**config.mk**
```make
export PLATFORM = sky130hd
export DESIGN_NAME = led_matrix_scan_mux
export DESIGN_NICKNAME = d
export VERILOG_FILES = /design/src/design/lmsm_pkg.sv /design/src/design/lmsm_lane.sv /design/src/design/led_matrix_scan_mux.sv
export SDC_FILE = /design/constraint.sdc
export NUM_CORES = 1
export LEC_CHECK = 0
export ABC_AREA = 1
export BUFFER_PORTS_ARGS = -buffer_cell sky130_fd_sc_hd__buf_2
export CAP_MARGIN = 20
export CORE_ASPECT_RATIO = 0.7
export CORE_MARGIN = 3
export CORE_UTILIZATION = 40
export CTS_CLUSTER_SIZE = 24
export DETAILED_ROUTE_END_ITERATION = 8
export PLACE_DENSITY = 0.68
export SLEW_MARGIN = 10
export SYNTH_ARGS = -nofsm -noshare
export SYNTH_HDL_FRONTEND = slang
export SYNTH_SLANG_ARGS = --single-unit
```
**constraint.sdc**
```tcl
create_clock -name clk -period 3.48 [get_ports clk]
set_clock_uncertainty 0.05 [all_clocks]
set_input_delay 0.348 -clock clk [delete_from_list [all_inputs] [get_ports clk]]
set_output_delay 0.348 -clock clk [all_outputs]
set_load 0.01 [all_outputs]
```
**src/design/lmsm_pkg.sv**
```systemverilog
// Shared types and constants for the LED matrix scan multiplexer.
// Used by lmsm_lane and led_matrix_scan_mux; depends on nothing else.
package lmsm_pkg;

  // Default geometry of the attached displays.
  localparam int DISPLAYS_DEF     = 2;
  localparam int COLUMNS_DEF      = 5;
  localparam int ROWS_DEF         = 7;
  localparam int LIT_PER_SCAN_DEF = 4;

  // Widest row count a lane may report.
  localparam int ROWS_MAX = 8;

  // Configuration register indexes.
  localparam logic CFG_BLANK_MASK     = 1'b0;
  localparam logic CFG_PALETTE_SELECT = 1'b1;

  // Input word operation codes.
  typedef enum logic [1:0] {
    OP_SCAN_TICK    = 2'd0,
    OP_WRITE_COLUMN = 2'd1,
    OP_SET_PIXEL    = 2'd2,
    OP_CLEAR_PIXEL  = 2'd3
  } op_t;

  // Frame store write command handed to one display lane.
  typedef struct packed {
    logic       en;
    op_t        op;
    logic [2:0] column;
    logic [2:0] row;
    logic [6:0] bits;
  } wr_cmd_t;

  // What one lane drives after a scan tick.
  typedef struct packed {
    logic [ROWS_MAX-1:0] lit_rows;
    logic [2:0]          lit_column;
    logic                column_on;
    logic                green;
  } lane_status_t;

endpackage

```
**src/design/lmsm_lane.sv**
```systemverilog
// One display lane: frame store, scan state and the per-tick row pick.
// Depends on lmsm_pkg.
module lmsm_lane import lmsm_pkg::*; #(
  parameter int COLUMNS      = COLUMNS_DEF,
  parameter int ROWS         = ROWS_DEF,
  parameter int LIT_PER_SCAN = LIT_PER_SCAN_DEF
) (
  input  logic         clk,
  input  logic         rst_n,
  input  logic         tick,
  input  wr_cmd_t      cmd,
  input  logic         blank,
  input  logic         palette,
  output lane_status_t status
);

  localparam int CW = (COLUMNS > 1) ? $clog2(COLUMNS) : 1;
  localparam int RW = (ROWS > 1) ? $clog2(ROWS) : 1;
  localparam int PW = $clog2(ROWS + 2);
  localparam int NW = $clog2(LIT_PER_SCAN + 1);
  localparam logic [PW-1:0] POS_IDLE    = PW'(ROWS);
  localparam logic [PW-1:0] POS_RESTART = PW'(ROWS + 1);
  localparam logic [CW-1:0] COL_LAST    = CW'(COLUMNS - 1);

  logic [ROWS-1:0] frame_r [COLUMNS];
  logic [CW-1:0]   col_r, col_nxt, lit_col_r, lit_col_nxt, col_c;
  logic [PW-1:0]   pos_r, pos_nxt, pos_start, pos_w;
  logic [ROWS-1:0] pend_r, pend_nxt, data_w, lit_w;
  logic            green_r, green_nxt, col_on_r, col_on_nxt;
  logic [NW-1:0]   nlit_w;
  logic            col_ok, row_ok, wr_hit;

  // Write address checks; out-of-range columns are ignored entirely.
  assign col_ok = ({1'b0, cmd.column} < 4'(COLUMNS));
  assign row_ok = ({1'b0, cmd.row} < 4'(ROWS));
  assign wr_hit = cmd.en && col_ok;

  // Scan step: pick up to LIT_PER_SCAN pending rows from the lowest upward.
  always_comb begin
    col_c       = ({1'b0, col_r} >= (CW+1)'(COLUMNS)) ? '0 : col_r;
    green_nxt   = green_r;
    col_on_nxt  = col_on_r;
    lit_col_nxt = lit_col_r;
    col_nxt     = col_r;
    pos_nxt     = pos_r;
    pend_nxt    = pend_r;
    lit_w       = '0;
    nlit_w      = '0;
    if (pos_r < POS_IDLE) begin
      data_w    = pend_r;
      pos_start = pos_r;
    end else begin
      data_w    = frame_r[col_c];
      pos_start = '0;
    end
    pos_w = pos_start;
    for (int i = 0; i < ROWS; i++) begin
      if (nlit_w < NW'(LIT_PER_SCAN) && PW'(i) >= pos_start && data_w[i]) begin
        lit_w[i]  = 1'b1;
        data_w[i] = 1'b0;
        pos_w     = PW'(i);
        nlit_w    = nlit_w + 1'b1;
      end
    end

    if (tick) begin
      // Frame start: latch the color while idle at column 0.
      if (pos_r == POS_IDLE && col_c == '0) begin
        green_nxt = palette;
      end
      // A new column turns the previous one off, even when blanked.
      if (pos_start == '0) begin
        col_on_nxt  = 1'b0;
        lit_col_nxt = col_c;
      end
      if (!blank) begin
        col_on_nxt = 1'b1;
      end
      pend_nxt = data_w;
      if (data_w == '0) begin
        pos_nxt = POS_IDLE;
        col_nxt = (col_c == COL_LAST) ? '0 : col_c + 1'b1;
      end else begin
        pos_nxt = pos_w;
        col_nxt = col_c;
      end
    end else if (wr_hit) begin
      // Any accepted write restarts the scan at column 0.
      col_nxt = '0;
      pos_nxt = POS_RESTART;
    end
  end

  // Scan state registers.
  always_ff @(posedge clk) begin
    if (!rst_n) begin
      col_r     <= COL_LAST;
      pos_r     <= POS_IDLE;
      pend_r    <= '0;
      green_r   <= 1'b1;
      lit_col_r <= COL_LAST;
      col_on_r  <= 1'b0;
    end else begin
      col_r     <= col_nxt;
      pos_r     <= pos_nxt;
      pend_r    <= pend_nxt;
      green_r   <= green_nxt;
      lit_col_r <= lit_col_nxt;
      col_on_r  <= col_on_nxt;
    end
  end

  // Frame store, written a column or a single pixel at a time.
  always_ff @(posedge clk) begin
    if (!rst_n) begin
      for (int c = 0; c < COLUMNS; c++) begin
        frame_r[c] <= '0;
      end
    end else if (wr_hit) begin
      case (cmd.op)
        OP_WRITE_COLUMN: frame_r[cmd.column[CW-1:0]] <= ROWS'({1'b0, cmd.bits});
        OP_SET_PIXEL: begin
          if (row_ok) begin
            frame_r[cmd.column[CW-1:0]][cmd.row[RW-1:0]] <= 1'b1;
          end
        end
        OP_CLEAR_PIXEL: begin
          if (row_ok) begin
            frame_r[cmd.column[CW-1:0]][cmd.row[RW-1:0]] <= 1'b0;
          end
        end
        default: ;
      endcase
    end
  end

  // Lit rows of this tick travel with the updated column state.
  assign status.lit_rows   = ROWS_MAX'(tick ? lit_w : '0);
  assign status.lit_column = 3'(lit_col_nxt);
  assign status.column_on  = col_on_nxt;
  assign status.green      = green_nxt;

endmodule

```
**src/design/led_matrix_scan_mux.sv**
```systemverilog
// Column multiplexer for up to two bicolor LED matrices, fed from a frame store.
// Every input word is taken on acceptance, so one word per clock is sustained
// while ready stays high; a scan tick gives its drive pattern in the next
// cycle from the output register, while write words give no result. Ready
// drops only while a result waits in the output register and the sink is not
// taking it. The frame store is held in flip-flops cleared by reset, so no
// clearing pass is needed. Depends on lmsm_pkg and lmsm_lane.
module led_matrix_scan_mux import lmsm_pkg::*; #(
  parameter int DISPLAYS     = DISPLAYS_DEF,
  parameter int COLUMNS      = COLUMNS_DEF,
  parameter int ROWS         = ROWS_DEF,
  parameter int LIT_PER_SCAN = LIT_PER_SCAN_DEF
) (
  input  logic       clk,
  input  logic       rst_n,
  input  logic       cfg_write_en,
  input  logic       cfg_index,
  input  logic [1:0] cfg_data,
  input  logic       in_valid,
  output logic       in_ready,
  input  logic [1:0] in_operation,
  input  logic       in_display_select,
  input  logic [2:0] in_column_number,
  input  logic [2:0] in_row_number,
  input  logic [6:0] in_column_bits,
  output logic       out_valid,
  input  logic       out_ready,
  output logic [4:0] out_columns_n_first,
  output logic [6:0] out_green_rows_first,
  output logic [6:0] out_orange_rows_first,
  output logic [4:0] out_columns_n_second,
  output logic [6:0] out_green_rows_second,
  output logic [6:0] out_orange_rows_second
);

  logic [1:0]   blank_mask_r, palette_r;
  logic         accept, tick;
  op_t          op;
  logic [DISPLAYS-1:0] lane_blank, lane_palette;
  lane_status_t lane_st [DISPLAYS];
  lane_status_t st_first, st_second;
  logic         out_valid_r;
  logic [4:0]   cols_first_r, cols_second_r;
  logic [6:0]   green_first_r, orange_first_r, green_second_r, orange_second_r;

  // Column drive: the lit column's bit goes low when it is enabled.
  function automatic logic [4:0] col_drive(input lane_status_t st);
    logic [7:0] onehot;
    onehot = 8'd1 << st.lit_column;
    return st.column_on ? ~onehot[4:0] : 5'h1F;
  endfunction

  // Configuration registers.
  always_ff @(posedge clk) begin
    if (!rst_n) begin
      blank_mask_r <= '0;
      palette_r    <= '0;
    end else if (cfg_write_en) begin
      if (cfg_index == CFG_BLANK_MASK) begin
        blank_mask_r <= cfg_data;
      end else begin
        palette_r <= cfg_data;
      end
    end
  end

  // Input handshake.
  assign op       = op_t'(in_operation);
  assign in_ready = !out_valid_r || out_ready;
  assign accept   = in_valid && in_ready;
  assign tick     = accept && (op == OP_SCAN_TICK);

  // One lane per display.
  for (genvar d = 0; d < DISPLAYS; d++) begin : g_lane
    wr_cmd_t cmd;

    if (d < 2) begin : g_cfg
      assign lane_blank[d]   = blank_mask_r[d];
      assign lane_palette[d] = palette_r[d];
    end else begin : g_nocfg
      assign lane_blank[d]   = 1'b0;
      assign lane_palette[d] = 1'b0;
    end

    assign cmd.en     = accept && (op != OP_SCAN_TICK) && (int'(in_display_select) == d);
    assign cmd.op     = op;
    assign cmd.column = in_column_number;
    assign cmd.row    = in_row_number;
    assign cmd.bits   = in_column_bits;

    lmsm_lane #(
      .COLUMNS      (COLUMNS),
      .ROWS         (ROWS),
      .LIT_PER_SCAN (LIT_PER_SCAN)
    ) u_lane (
      .clk     (clk),
      .rst_n   (rst_n),
      .tick    (tick),
      .cmd     (cmd),
      .blank   (lane_blank[d]),
      .palette (lane_palette[d]),
      .status  (lane_st[d])
    );
  end

  // An absent second display stays dark with all columns off.
  assign st_first = lane_st[0];
  if (DISPLAYS > 1) begin : g_second
    assign st_second = lane_st[1];
  end else begin : g_no_second
    assign st_second = '0;
  end

  // Output register and its valid flag.
  always_ff @(posedge clk) begin
    if (!rst_n) begin
      out_valid_r <= 1'b0;
    end else if (tick) begin
      out_valid_r <= 1'b1;
    end else if (out_ready) begin
      out_valid_r <= 1'b0;
    end
  end

  always_ff @(posedge clk) begin
    if (tick) begin
      cols_first_r    <= col_drive(st_first);
      green_first_r   <= st_first.green ? st_first.lit_rows[6:0] : 7'd0;
      orange_first_r  <= st_first.green ? 7'd0 : st_first.lit_rows[6:0];
      cols_second_r   <= col_drive(st_second);
      green_second_r  <= st_second.green ? st_second.lit_rows[6:0] : 7'd0;
      orange_second_r <= st_second.green ? 7'd0 : st_second.lit_rows[6:0];
    end
  end

  assign out_valid              = out_valid_r;
  assign out_columns_n_first    = cols_first_r;
  assign out_green_rows_first   = green_first_r;
  assign out_orange_rows_first  = orange_first_r;
  assign out_columns_n_second   = cols_second_r;
  assign out_green_rows_second  = green_second_r;
  assign out_orange_rows_second = orange_second_r;

  // A scan tick always leaves a word in the output register.
  a_tick_gives_word: assert property (@(posedge clk) disable iff (!rst_n)
    tick |=> out_valid)
    else $error("scan tick produced no output word");

  // A write word never leaves a result behind.
  a_write_no_word: assert property (@(posedge clk) disable iff (!rst_n)
    (accept && !tick) |=> !out_valid)
    else $error("write word produced an output word");

  // At most one column of each display is enabled.
  a_one_column: assert property (@(posedge clk) disable iff (!rst_n)
    out_valid |-> ($countones(~out_columns_n_first) <= 1 &&
                   $countones(~out_columns_n_second) <= 1))
    else $error("more than one column enabled");

  // Only one color is driven per display.
  a_one_color: assert property (@(posedge clk) disable iff (!rst_n)
    out_valid |-> ((out_green_rows_first == 7'd0 || out_orange_rows_first == 7'd0) &&
                   (out_green_rows_second == 7'd0 || out_orange_rows_second == 7'd0)))
    else $error("both colors driven on one display");

endmodule
```
== Yosys cells after proc, flatten, opt, wreduce, memory -nomap -nowiden ==
Memory sizes are Yosys's and may differ from the RTL's.
Cells that the tools add are included.

* Register bits after elaboration: 81
* Bits in writable memories: 70
* Output and inout bits: 40
* Word-level logic and storage cells: 312
* Memories kept: 2

{| class="wikitable"
|+ Memory list
! name !! depth !! width !! rd ports !! clocked after Yosys merged registers in !! wr ports !! RTL line !! RTL
|-
| g_lane[0].u_lane.frame_r || 5 || 7 || 1 || 0 || 5 || lmsm_lane.sv:25 || <nowiki>logic [ROWS-1:0] frame_r [COLUMNS];</nowiki>
|-
| g_lane[1].u_lane.frame_r || 5 || 7 || 1 || 0 || 5 || lmsm_lane.sv:25 ||
|}

* Add/sub/neg operators: 12
* Magnitude comparators: 34
* Eq/ne operators: 7
* Shifts and indexed selects: 2
* Mux-type cells: 149
* Bitwise logic cells: 32
* Reductions and logical operators: 53

{| class="wikitable"
|+ Operators with widths
! kind !! count
|-
| 1-bit two-way mux || 90
|-
| 4-bit two-way mux || 22
|-
| 3-bit two-way mux || 26
|-
| 7-bit two-way mux || 10
|-
| 1-bit logical AND || 36
|-
| 3-bit less-than comparator, second input constant || 12
|-
| 3-bit by 1-bit adder with 3-bit output, second input constant || 10
|-
| 1-bit OR || 28
|-
| 3-bit by 4-bit >= comparator with 1-bit output, first input constant || 6
|-
| 1-bit by 4-bit >= comparator with 1-bit output, first input constant || 4
|-
| 2-bit by 4-bit >= comparator with 1-bit output, first input constant || 4
|-
| 7-bit zero test || 2
|-
| 7-bit OR reduction || 2
|-
| 5-bit inverter || 2
|-
| 1-bit by 3-bit left shift with 5-bit output, first input constant || 2
|-
| 4-bit by 3-bit == test with 1-bit output, second input constant || 2
|-
| 4-bit zero test || 2
|-
| 4-bit by 3-bit less-than comparator with 1-bit output, second input constant || 2
|-
| 2-bit nonzero test || 4
|-
| 3-bit == test, second input constant || 2
|-
| 3-bit >= comparator, second input constant || 2
|-
| 3-bit zero test || 2
|-
| 1-bit by 3-bit less-than comparator with 1-bit output, second input constant || 2
|-
| 1-bit by 1-bit adder with 2-bit output, second input constant || 2
|-
| other kinds (10) || 13
|}

== Longest topological paths before layout ==
Gate-level depths: netlist of the first run.
An unclocked memory read counts as a cell.

* Depth in word-level cells: 33
* Gate-level depth with buffers: 30

== By module ==
From an unflattened synthesis of the first run, not the netlist that was laid out.

* Cell total of the unflattened synthesis: 1235
* Area, all modules: 9365.2 um2

{| class="wikitable"
|+ Modules (own cells, without submodules)
! module !! instances !! cells each !! area each (um2)
|-
| lmsm_lane (g_lane[1].u_lane) || 1 || 539 || 3873.7
|-
| lmsm_lane (g_lane[0].u_lane) || 1 || 540 || 3788.6
|-
| led_matrix_scan_mux || 1 || 156 || 1702.9
|}

== Worst setup path after synthesis of the first run ==
OpenSTA, ideal clock, no wires.

* Kind: register -> register
* From: register g_lane[1].u_lane.col_r[2]
* To: register g_lane[1].u_lane.pos_r[2]
* Setup time: 0.133 ns
* Arrival time: 3.385 ns
* Required time: 3.297 ns
* Path slack: -0.087 ns
* Stages on the path, launching flop included: 29
* Buffers on the path: 1
* Clock period less this slack: 3.567 ns
* Cell sequence: dfxtp_1 -> inv_2 -> nand2_4 -> inv_2 -> buf_6 -> a21oi_2 -> nand2_1 -> nand2_2 -> inv_2 -> nand2_2 -> inv_1 -> ha_1 -> inv_1 -> nand2_1 -> nand2_1 -> inv_1 -> ha_1 -> nand4_1 -> nand2_2 -> ha_1 -> inv_1 -> o31ai_2 -> inv_2 -> o21ai_1 -> a21oi_4 -> nand2_4 -> nand2_2 -> o21ai_2 -> nand3_1

* Longest elaborated chain between the ends: 33

{| class="wikitable"
|+ Ends and longest elaborated chain
! item !! RTL line !! RTL
|-
| from (decl) || lmsm_lane.sv:26 || <nowiki>logic [CW-1:0] col_r, col_nxt, lit_col_r, lit_col_nxt, col_c;</nowiki>
|-
| from (signal assigned) || lmsm_lane.sv:104 || <nowiki>col_r <= col_nxt;</nowiki>
|-
| 3-bit >= comparator || lmsm_lane.sv:40 || <nowiki>col_c = ({1'b0, col_r} >= (CW+1)'(COLUMNS)) ? '0 : col_r;</nowiki>
|-
| 3-bit two-way mux (*) || lmsm_lane.sv:40 ||
|-
| memory read 5 x 7 bit (*) || n/a ||
|-
| 7-bit two-way mux (*) || lmsm_lane.sv:49 || <nowiki>if (pos_r < POS_IDLE) begin</nowiki>
|-
| 1-bit logical AND || lmsm_lane.sv:58 || <nowiki>if (nlit_w < NW'(LIT_PER_SCAN) && PW'(i) >= pos_start && data_w[i]) begin</nowiki>
|-
| 1-bit two-way mux || lmsm_lane.sv:58 ||
|-
| 1-bit by 3-bit less-than comparator with 1-bit output || lmsm_lane.sv:58 ||
|-
| 1-bit logical AND (2 in a row) || lmsm_lane.sv:58 ||
|-
| [... 14 more ...] || n/a ||
|-
| 1-bit logical AND (2 in a row) || lmsm_lane.sv:58 ||
|-
| 3-bit two-way mux || lmsm_lane.sv:58 ||
|-
| 3-bit less-than comparator || lmsm_lane.sv:58 ||
|-
| 1-bit logical AND (2 in a row) || lmsm_lane.sv:58 ||
|-
| 1-bit two-way mux || lmsm_lane.sv:58 ||
|-
| 7-bit zero test || lmsm_lane.sv:80 || <nowiki>if (data_w == '0) begin</nowiki>
|-
| 4-bit two-way mux (*) || lmsm_lane.sv:80 ||
|-
| 4-bit two-way mux (*) || lmsm_lane.sv:66 || <nowiki>if (tick) begin</nowiki>
|-
| to (signal assigned) || lmsm_lane.sv:105 || <nowiki>pos_r <= pos_nxt;</nowiki>
|-
| to (decl) || lmsm_lane.sv:27 || <nowiki>logic [PW-1:0] pos_r, pos_nxt, pos_start, pos_w;</nowiki>
|}

Every way passes the cells marked *; elsewhere a longest branch is shown, timed or not.
A chain may end at the register's enable or synchronous reset.

== Final worst setup path of the first run ==
* From: register g_lane[1].u_lane.pos_r[0]
* To: register g_lane[1].u_lane.col_r[0]

* Longest elaborated chain between the ends: 32

{| class="wikitable"
|+ Ends and longest elaborated chain
! item !! RTL line
|-
| 4-bit by 3-bit less-than comparator with 1-bit output || lmsm_lane.sv:49
|-
| 4-bit two-way mux || lmsm_lane.sv:49
|-
| 1-bit by 4-bit >= comparator with 1-bit output || lmsm_lane.sv:58
|-
| 1-bit logical AND || lmsm_lane.sv:58
|-
| 1-bit two-way mux || lmsm_lane.sv:58
|-
| 1-bit by 3-bit less-than comparator with 1-bit output || lmsm_lane.sv:58
|-
| 1-bit logical AND (2 in a row) || lmsm_lane.sv:58
|-
| 3-bit two-way mux || lmsm_lane.sv:58
|-
| [... 13 more ...] || n/a
|-
| 1-bit logical AND (2 in a row) || lmsm_lane.sv:58
|-
| 3-bit two-way mux || lmsm_lane.sv:58
|-
| 3-bit less-than comparator || lmsm_lane.sv:58
|-
| 1-bit logical AND (2 in a row) || lmsm_lane.sv:58
|-
| 1-bit two-way mux || lmsm_lane.sv:58
|-
| 7-bit zero test (*) || lmsm_lane.sv:80
|-
| 3-bit two-way mux (*) || lmsm_lane.sv:80
|-
| 3-bit two-way mux (*) || lmsm_lane.sv:66
|}

Marks and branches as above.

==> results of run 1 <==
## power groups by stage
| stage | sequential [mW] | clock, mW | combinational (mW) |
|---|---|---|---|
| after detailed placement | 2.15 | 0 | 1.44 |
| after floorplan | 2.15 | 0 | 0.915 |
| final | 2.12 | 1.88 | 1.88 |
| after global routing | 2.13 | 1.97 | 2.05 |
| after global placement | 2.15 | 0 | 1.42 |
| after CTS | 2.12 | 1.88 | 1.60 |
## cell families after synthesis
family,after synthesis
buffers and inverters,197
adder cells (fa/ha/maj),10
flip-flops,155
AND/OR/NAND/NOR,647
multiplexers,4
AO/OA/AOI/OAI,119
other,1
## critical path: stages, from the launching register on
cell	delay (ps)
dfxtp_2	350
buf_6	120
nand4_1	240
nand2_2	200
buf_6	130
nand3_4	80
nand3_4	90
inv_4	40
ha_4	250
nand4_1	120
nand2_2	120
inv_2	50
ha_4	250
nand4_1	100
nand2_2	120
ha_4	150
inv_4	30
o31ai_4	280
nor3_2	90
nand2_1	120
nand2_2	90
nand2_4	90
nand2_4	90
nand2_2	80
nand3_2	80
a21oi_2	200
## worst max-delay path by stage
| stage | start | end | slack (ps) |
|---|---|---|---|
| CTS | g_lane[1].u_lane.pos_r[3] | g_lane[1].u_lane.pos_r[2] | -0.7 |
| global placement | g_lane[1].u_lane.col_r[0] | g_lane[1].u_lane.pos_r[2] | -120 |
| floorplan | g_lane[1].u_lane.col_r[0] | g_lane[1].u_lane.pos_r[2] | 1 |
| finish | g_lane[1].u_lane.pos_r[0] | g_lane[1].u_lane.col_r[0] | -230 |
| global route | g_lane[1].u_lane.pos_r[0] | g_lane[1].u_lane.col_r[0] | -360 |
| detailed placement | g_lane[0].u_lane.pos_r[1] | g_lane[0].u_lane.pos_r[2] | -200 |
## Yosys cell counts, types with 3 or more instances
cell type  count
nand3b_1      14
nand3_1       61
mux2i_1        4
ha_1          10
inv_2         14
o22ai_1       10
nand4_1       10
buf_4          5
clkbuf_1      20
nand2_1      305
inv_1        149
nand3_2        9
nor3_1        17
buf_2          3
o31ai_1        3
o211ai_1       3
buf_6          3
o21ai_0       33
nor2_4         4
dfxtp_1       43
or2_2          8
a21oi_1       36
nor2_1       183
nand2_4        7
nand3_4        3
o21bai_1       3
o21ai_1       10
nand2_2       15
edfxtp_1     112
## layer usage
metal	wire (microns)	vias up
li1	-	3997
met1	11800	3732
met2	9890	352
met3	2520	40
met4	350	0
met5	0	-
## stage by stage
stage                     instances  setup WS, ps  total power [mW]  area (sq um)  TNS [ps]
after floorplan                1136          1.35              3.07          8830         0
final                          1593          -234              5.88         11200     -1330
after CTS                      1578        -0.726              5.60         10800    -0.726
after global placement         1525          -121              3.57          9930      -707
after detailed placement       1525          -201              3.59          9930     -2300
after global routing           1593          -361              6.14         11200     -3960
## cells in the final DEF, fill, tap and decap left out, drive strengths merged, types with 11 or more instances in the layout
cell,count
a21oi,39
buf,181
clkbuf,18
dfxtp,43
edfxtp,112
inv,173
nand2,327
nand3,73
nand3b,14
nand4,11
nor2,190
nor3,19
o21ai,45
## registers in the layout, summed over array words and instances (netlist names)
| register | flops |
|---|---|
| blank_mask_r | 2 |
| g_lane.u_lane.col_on_r | 2 |
| g_lane.u_lane.col_r | 6 |
| g_lane.u_lane.frame_r | 74 |
| g_lane.u_lane.green_r | 2 |
| g_lane.u_lane.lit_col_r | 6 |
| g_lane.u_lane.pend_r | 14 |
| g_lane.u_lane.pos_r | 8 |
| lane_palette | 2 |
| out_columns_n_first | 5 |
| out_columns_n_second | 5 |
| out_green_rows_first | 7 |
| out_green_rows_second | 7 |
| out_orange_rows_first | 7 |
| out_orange_rows_second | 7 |
| out_valid | 1 |
## layout make-up
class | instances | area [sq um]
clock inverter | 14 | 148
fill | 1919 | 9950
tap | 276 | 345
sequential | 155 | 4240
timing repair buffer | 181 | 1250
inverter | 165 | 637
clock buffer | 18 | 439
multi-input combinational | 784 | 4180
## timing repair
action / in CTS / in global routing
gates cloned: 0 / 0
pin swaps: 20 / 49
endpoints found under the setup margin: 20 / 23
resized for setup: 41 / 77
buffers inserted: 21 / 17
==> summary.md, run 1 <==
| Metric | Value |
|---|---|
| Violated checks | `negative setup slack` |
| First-pass GRT wire length | `around 37,000 microns` |
| Final wirelength | `~25,000 microns` |
| Final Util | `0.530` |
| Finish-stage setup viols | `12` |
| CP required | `around 3800 ps` |
| Post-synth top area cell | `edfxtp_1` |
| Post-synthesis compound-gate area fraction | `0.0823` |
| DIE WIDTH | `183 microns` |
| Post-synthesis xor/xnor area fraction | `0` |
| GR peak layer | `met1` |
| Synth Area per Inst | `a little under 8 sq um` |
| Die Y-Extent | `approximately 130 microns` |
| P&R area growth vs syn | `27.5%` |
| Drt pass-1 iters | `5` |
| Final HPWL DP | `between 15,000 and 20,000 microns` |
| Main combinational cell family by area after synthesis | `simple AND/OR/NAND/NOR gates` |
| Largest fanout on the critical path | `6` |
| Worst R2R Setup Slack | `-230 ps` |
| FP Rows | `44` |
| Post-synthesis mux area share | `0.00454` |
| Synth Instances | `1,133` |
| Crit Path Category | `flip-flop to flip-flop` |
| Synth Warn # | `0` |
| Status | `complete, but fails checks` |
| Leak Pwr | `just over 5 nW` |
| Pint | `slightly below 4 mW` |
| RR Endpoint | `g_lane[1].u_lane.col_r[0]` |
| RSZ-0062 raised after global routing | `true` |
| Part of the power in combinational logic | `0.320` |
| Layout Nets | `about 1,300` |
| IO Port Bufs | `between 60 and 70` |
| Worst hold start | `cfg_data[1]` |
| TritonCTS clock tree | `built` |
| Largest net degree at the start of global routing | `93` |
| Most used DFF post-synth | `edfxtp_1` |
| Slew headroom | `0.320` |
| Synth top area cells | `edfxtp_1, nand2_1, dfxtp_1` |
| Net Sw Frac | `0.339` |
| F_max | `about 270 MHz` |
| Post-synthesis sequential area ratio | `0.479` |
| Clock Sinks | `155` |
| Hold_buf cts | `0` |
| Yosys cell types | `56` |
| Clock power frac | `0.320` |
| Final Hold Viols | `0` |
| Worst hold stages | `3` |
| Hold EP | `blank_mask_r[1]` |
| Initial Utilization | `0.416` |
| EDFF count, synth | `112` |
| Vias in the first global route | `7,123` |
| CTS buffer count | `17` |
| Final hold slack | `~120 ps` |
| Total power per unit cell area | `around 520 nW/um^2` |
| Clock Tree Root | `clkbuf_16` |
| Pins Over Slew Limit | `0` |
| Clock buffer depth | `2` |
| Global routing met1 resource utilization | `0.300` |
| Sequential share of power | `0.360` |
| CTS H-Tree Depth | `4` |
| DR vias | `a little over 8,000` |
| Post-Synth Adder-Cell Area | `0.0142` |
| IO Pins | `64` |
| CP arrival | `roughly 4000 ps` |
| WL/cell | `15.4 microns` |
| Clk_lat worst skew | `roughly 440 ps` |
| Worst Hold Class | `input port to flip-flop` |
| Sw Pwr | `~2 mW` |
| Congestion Overflow GR | `0` |
| Startpoint Class | `flip-flop` |
| CP endpoint kind | `flip-flop` |
| GPL Wtd Cong | `approximately 0.94` |
| Met3 usage | `0.0554` |
| Fin crit period | `3710 ps` |
| Simple-gate portion of the synthesized area | `0.329` |
| Worst ir drop on vdd | `roughly 380 uV` |
| Die area | `between 20,000 and 25,000 sq um` |
| Initial antenna violation count | `0` |
| Post-DR vias/cell | `5.10` |
| Clk pin slew, worst setup/hold paths | `~70 ps` |
| Synth Register Bits | `about 160` |
| Worst R2R Start | `g_lane[1].u_lane.pos_r[0]` |
| Worst reg2reg path depth | `25` |
| Worst setup margin | `-234 ps` |
| CORE AREA | `21,200 sq um` |
| Layout cells sized above 1 | `0.274` |
| Max-capacitance violation count | `0` |
| Drt initial violations | `~800` |
| Measured slew at the worst slew-check pin | `around 1000 ps` |
| ANT nets after route | `0` |
| Antenna fix cells | `0` |
| Residual DRC | `0` |
| Met2 Resource Use GR | `0.276` |
| Cell area after synthesis | `roughly 8800 sq um` |
| Post-synth top area share | `0.381` |
| Asr flop ratio synth | `0` |
| GRT Total Usage | `0.198` |
| Final period utilization | `1.07` |
No activity file was read; power rests on OpenSTA's default activity.
==> run 2: changes to the inputs <==
--- a/config.mk
+++ b/config.mk
@@ -13,7 +13,7 @@
 export CORE_UTILIZATION = 40
 export CTS_CLUSTER_SIZE = 24
 export DETAILED_ROUTE_END_ITERATION = 8
-export PLACE_DENSITY = 0.68
+export PLACE_DENSITY = 0.66
 export SLEW_MARGIN = 10
 export SYNTH_ARGS = -nofsm -noshare
 export SYNTH_HDL_FRONTEND = slang
==> constraint.sdc (replaced) <==
create_clock -name clk -period 3.7 [get_ports clk]
set_clock_uncertainty 0.05 [all_clocks]
set_input_delay 0.37 -clock clk [delete_from_list [all_inputs] [get_ports clk]]
set_output_delay 0.37 -clock clk [all_outputs]
set_load 0.01 [all_outputs]
==> run 2 against run 1 <==
Against the previous run:
- sequential cell count unchanged
- sequential power decreased by 6%
- register-to-register slack improved by 340 ps
- critical path depth increased by 4
- the run now ends clean
- routed wire length decreased by 4.7%
==> summary.md, run 2 (same netlist as run 1, synthesis figures left out) <==
| Metric | Value |
|---|---|
| Clock Tree Root | `clkbuf_16` |
| Total power | `5.24 mW` |
| Most common cell after layout, fill and taps aside | `nand2_1` |
| CP endpoint kind | `flip-flop` |
| Final Util | `0.506` |
| Clock Sinks | `155` |
| Final HPWL DP | `16,500 microns` |
| Antenna fix cells | `0` |
| Design Area, Final | `between 10,000 and 15,000 sq um` |
| Residual DRC | `0` |
| CTS H-Tree Depth | `4` |
| Max FFs per register | `74` |
| Finish-stage setup viols | `0` |
| ANT nets after route | `0` |
| Initial Utilization | `0.416` |
| CTS buffer count | `17` |
| DR vias | `just under 8,000` |
| Initial antenna violation count | `0` |
| DIE WIDTH | `between 150 and 200 microns` |
| Layout Nets | `1,289` |
| CP max stage cell | `dfxtp_2` |
| Worst Hold Class | `input port to flip-flop` |
| P&R area growth vs syn | `21.6%` |
| Clk_lat worst skew | `around 440 ps` |
| CP arrival | `3910 ps` |
| F_max | `approximately 280 MHz` |
| Setup TNS | `0 ps` |
| IO Pins | `64` |
| Post-DR vias/cell | `between 5 and 6` |
| Most frequent cells in the layout | `nand2_1, nor2_1, inv_1` |
| Final wirelength | `23,400 microns` |
| Measured slew at the worst slew-check pin | `993 ps` |
| FP Rows | `between 40 and 50` |
| Placement Cell Area | `roughly 9700 sq um` |
| WL/cell | `around 15 microns` |
| Vias in the first global route | `roughly 7,000` |
| CORE AREA | `roughly 21,000 sq um` |
| DP Cell Count | `approximately 1,500` |
| CP dominant cell by count | `nand2_2` |
| Hold_buf cts | `0` |
| CP required | `around 4000 ps` |
| Drt pass-1 iters | `5` |
| Largest register by flop count | `g_lane.u_lane.frame_r` |
| TritonCTS clock tree | `built` |
| Total power per unit cell area | `between 400 and 500 nW/um^2` |
| Die Y-Extent | `~130 microns` |
| Clk pin slew, worst setup/hold paths | `roughly 70 ps` |
| Pins Over Slew Limit | `0` |
| First-pass GRT wire length | `roughly 36,000 microns` |
| Status | `complete, no violations` |
| Max-capacitance violation count | `0` |
| GRT Total Usage | `0.194` |
| Clock buffer depth | `2` |
| Largest regs | `g_lane.u_lane.frame_r x74, g_lane.u_lane.pend_r x14, g_lane.u_lane.pos_r x8` |
| Fin crit period | `around 3600 ps` |
| Final period utilization | `0.972` |
| Die area | `around 24,000 sq um` |
| Non-Filler Instances | `~1,500` |
| GPL Wtd Cong | `0.920` |
| Worst setup margin | `103 ps` |
| Startpoint Class | `flip-flop` |
| Layout cells sized above 1 | `0.229` |
| Final hold slack | `137 ps` |
| Largest fanout on the critical path | `4` |
| Final Hold Viols | `0` |
| Fill count | `2,008` |
| Worst ir drop on vdd | `around 340 uV` |
| IO Port Bufs | `63` |
| Slew headroom | `0.338` |
| Drt initial violations | `735` |
| Congestion Overflow GR | `0` |
| Pre-CTS WS | `-70.1 ps` |
| Largest net degree at the start of global routing | `93` |
| Peak per-stage delay on the critical path | `between 300 and 400 ps` |
| Leak Pwr | `roughly 4.8 nW` |
| Crit Path Category | `flip-flop to flip-flop` |
==> run 2: cell types whose count changed in the layout (fill, tap and decap cells not counted), sizes merged <==
cell,before,now
inv,173,172
buf,181,132
clkinvlp,3,2
clkinv,2,4
==> run 2: worst paths after layout <==
kind | to | slack [ps] | start | cells past startpoint
setup / recovery | g_lane[0].u_lane.col_r[1] | 100 | g_lane[0].u_lane.pos_r[1] | 29
hold / removal | blank_mask_r[1] | 140 | cfg_data[1] | 3
setup reg to reg | g_lane[0].u_lane.col_r[1] | 100 | g_lane[0].u_lane.pos_r[1] | 29
hold reg to reg | g_lane[1].u_lane.pend_r[5] | 430 | g_lane[1].u_lane.pend_r[5] | 2
==> run 2: power by group <==
part | leakage [nW] | switching [mW] | internal (mW)
sequential | 1.39 | 0.0378 | 1.95
combinational | 3.17 | 0.935 | 0.563
clock | 0.280 | 0.795 | 0.955
==> run 2: layout make-up <==
type	instances	area, sq um	share of cell area
well taps	276	345	0.0322
repair buffers	132	841	0.0784
clock buffers	18	429	0.0400
flip-flops and latches	155	4240	0.396
inverters	165	627	0.0585
clock inverters	14	151	0.0141
multi-input cells	784	4080	0.381
==> run 2: per-layer routing <==
layer	share of wire	track usage	up-vias
met2	0.39	0.256	331
met3	0.10	0.0426	22
met1	0.49	0.312	3635
li1	-	-	3920
met4	0.012	0.0528	0
met5	0	0	-
==> run 2: critical path: cells and delay by family, from the launching register on <==
kind | cells | cell delay (ps)
buf+inv | 7 | 510
fa+ha+maj | 3 | 600
simple gates | 17 | 1770
compound gates | 2 | 240
flops | 1 | 360
==> run 2: repair_timing <==
item                                    4_1_cts  5_1_grt
pin swaps                                     0       34
cloned                                        0        0
endpoints found under the setup margin        8       20
setup buffers                                 0       18
resized for setup                             3       74
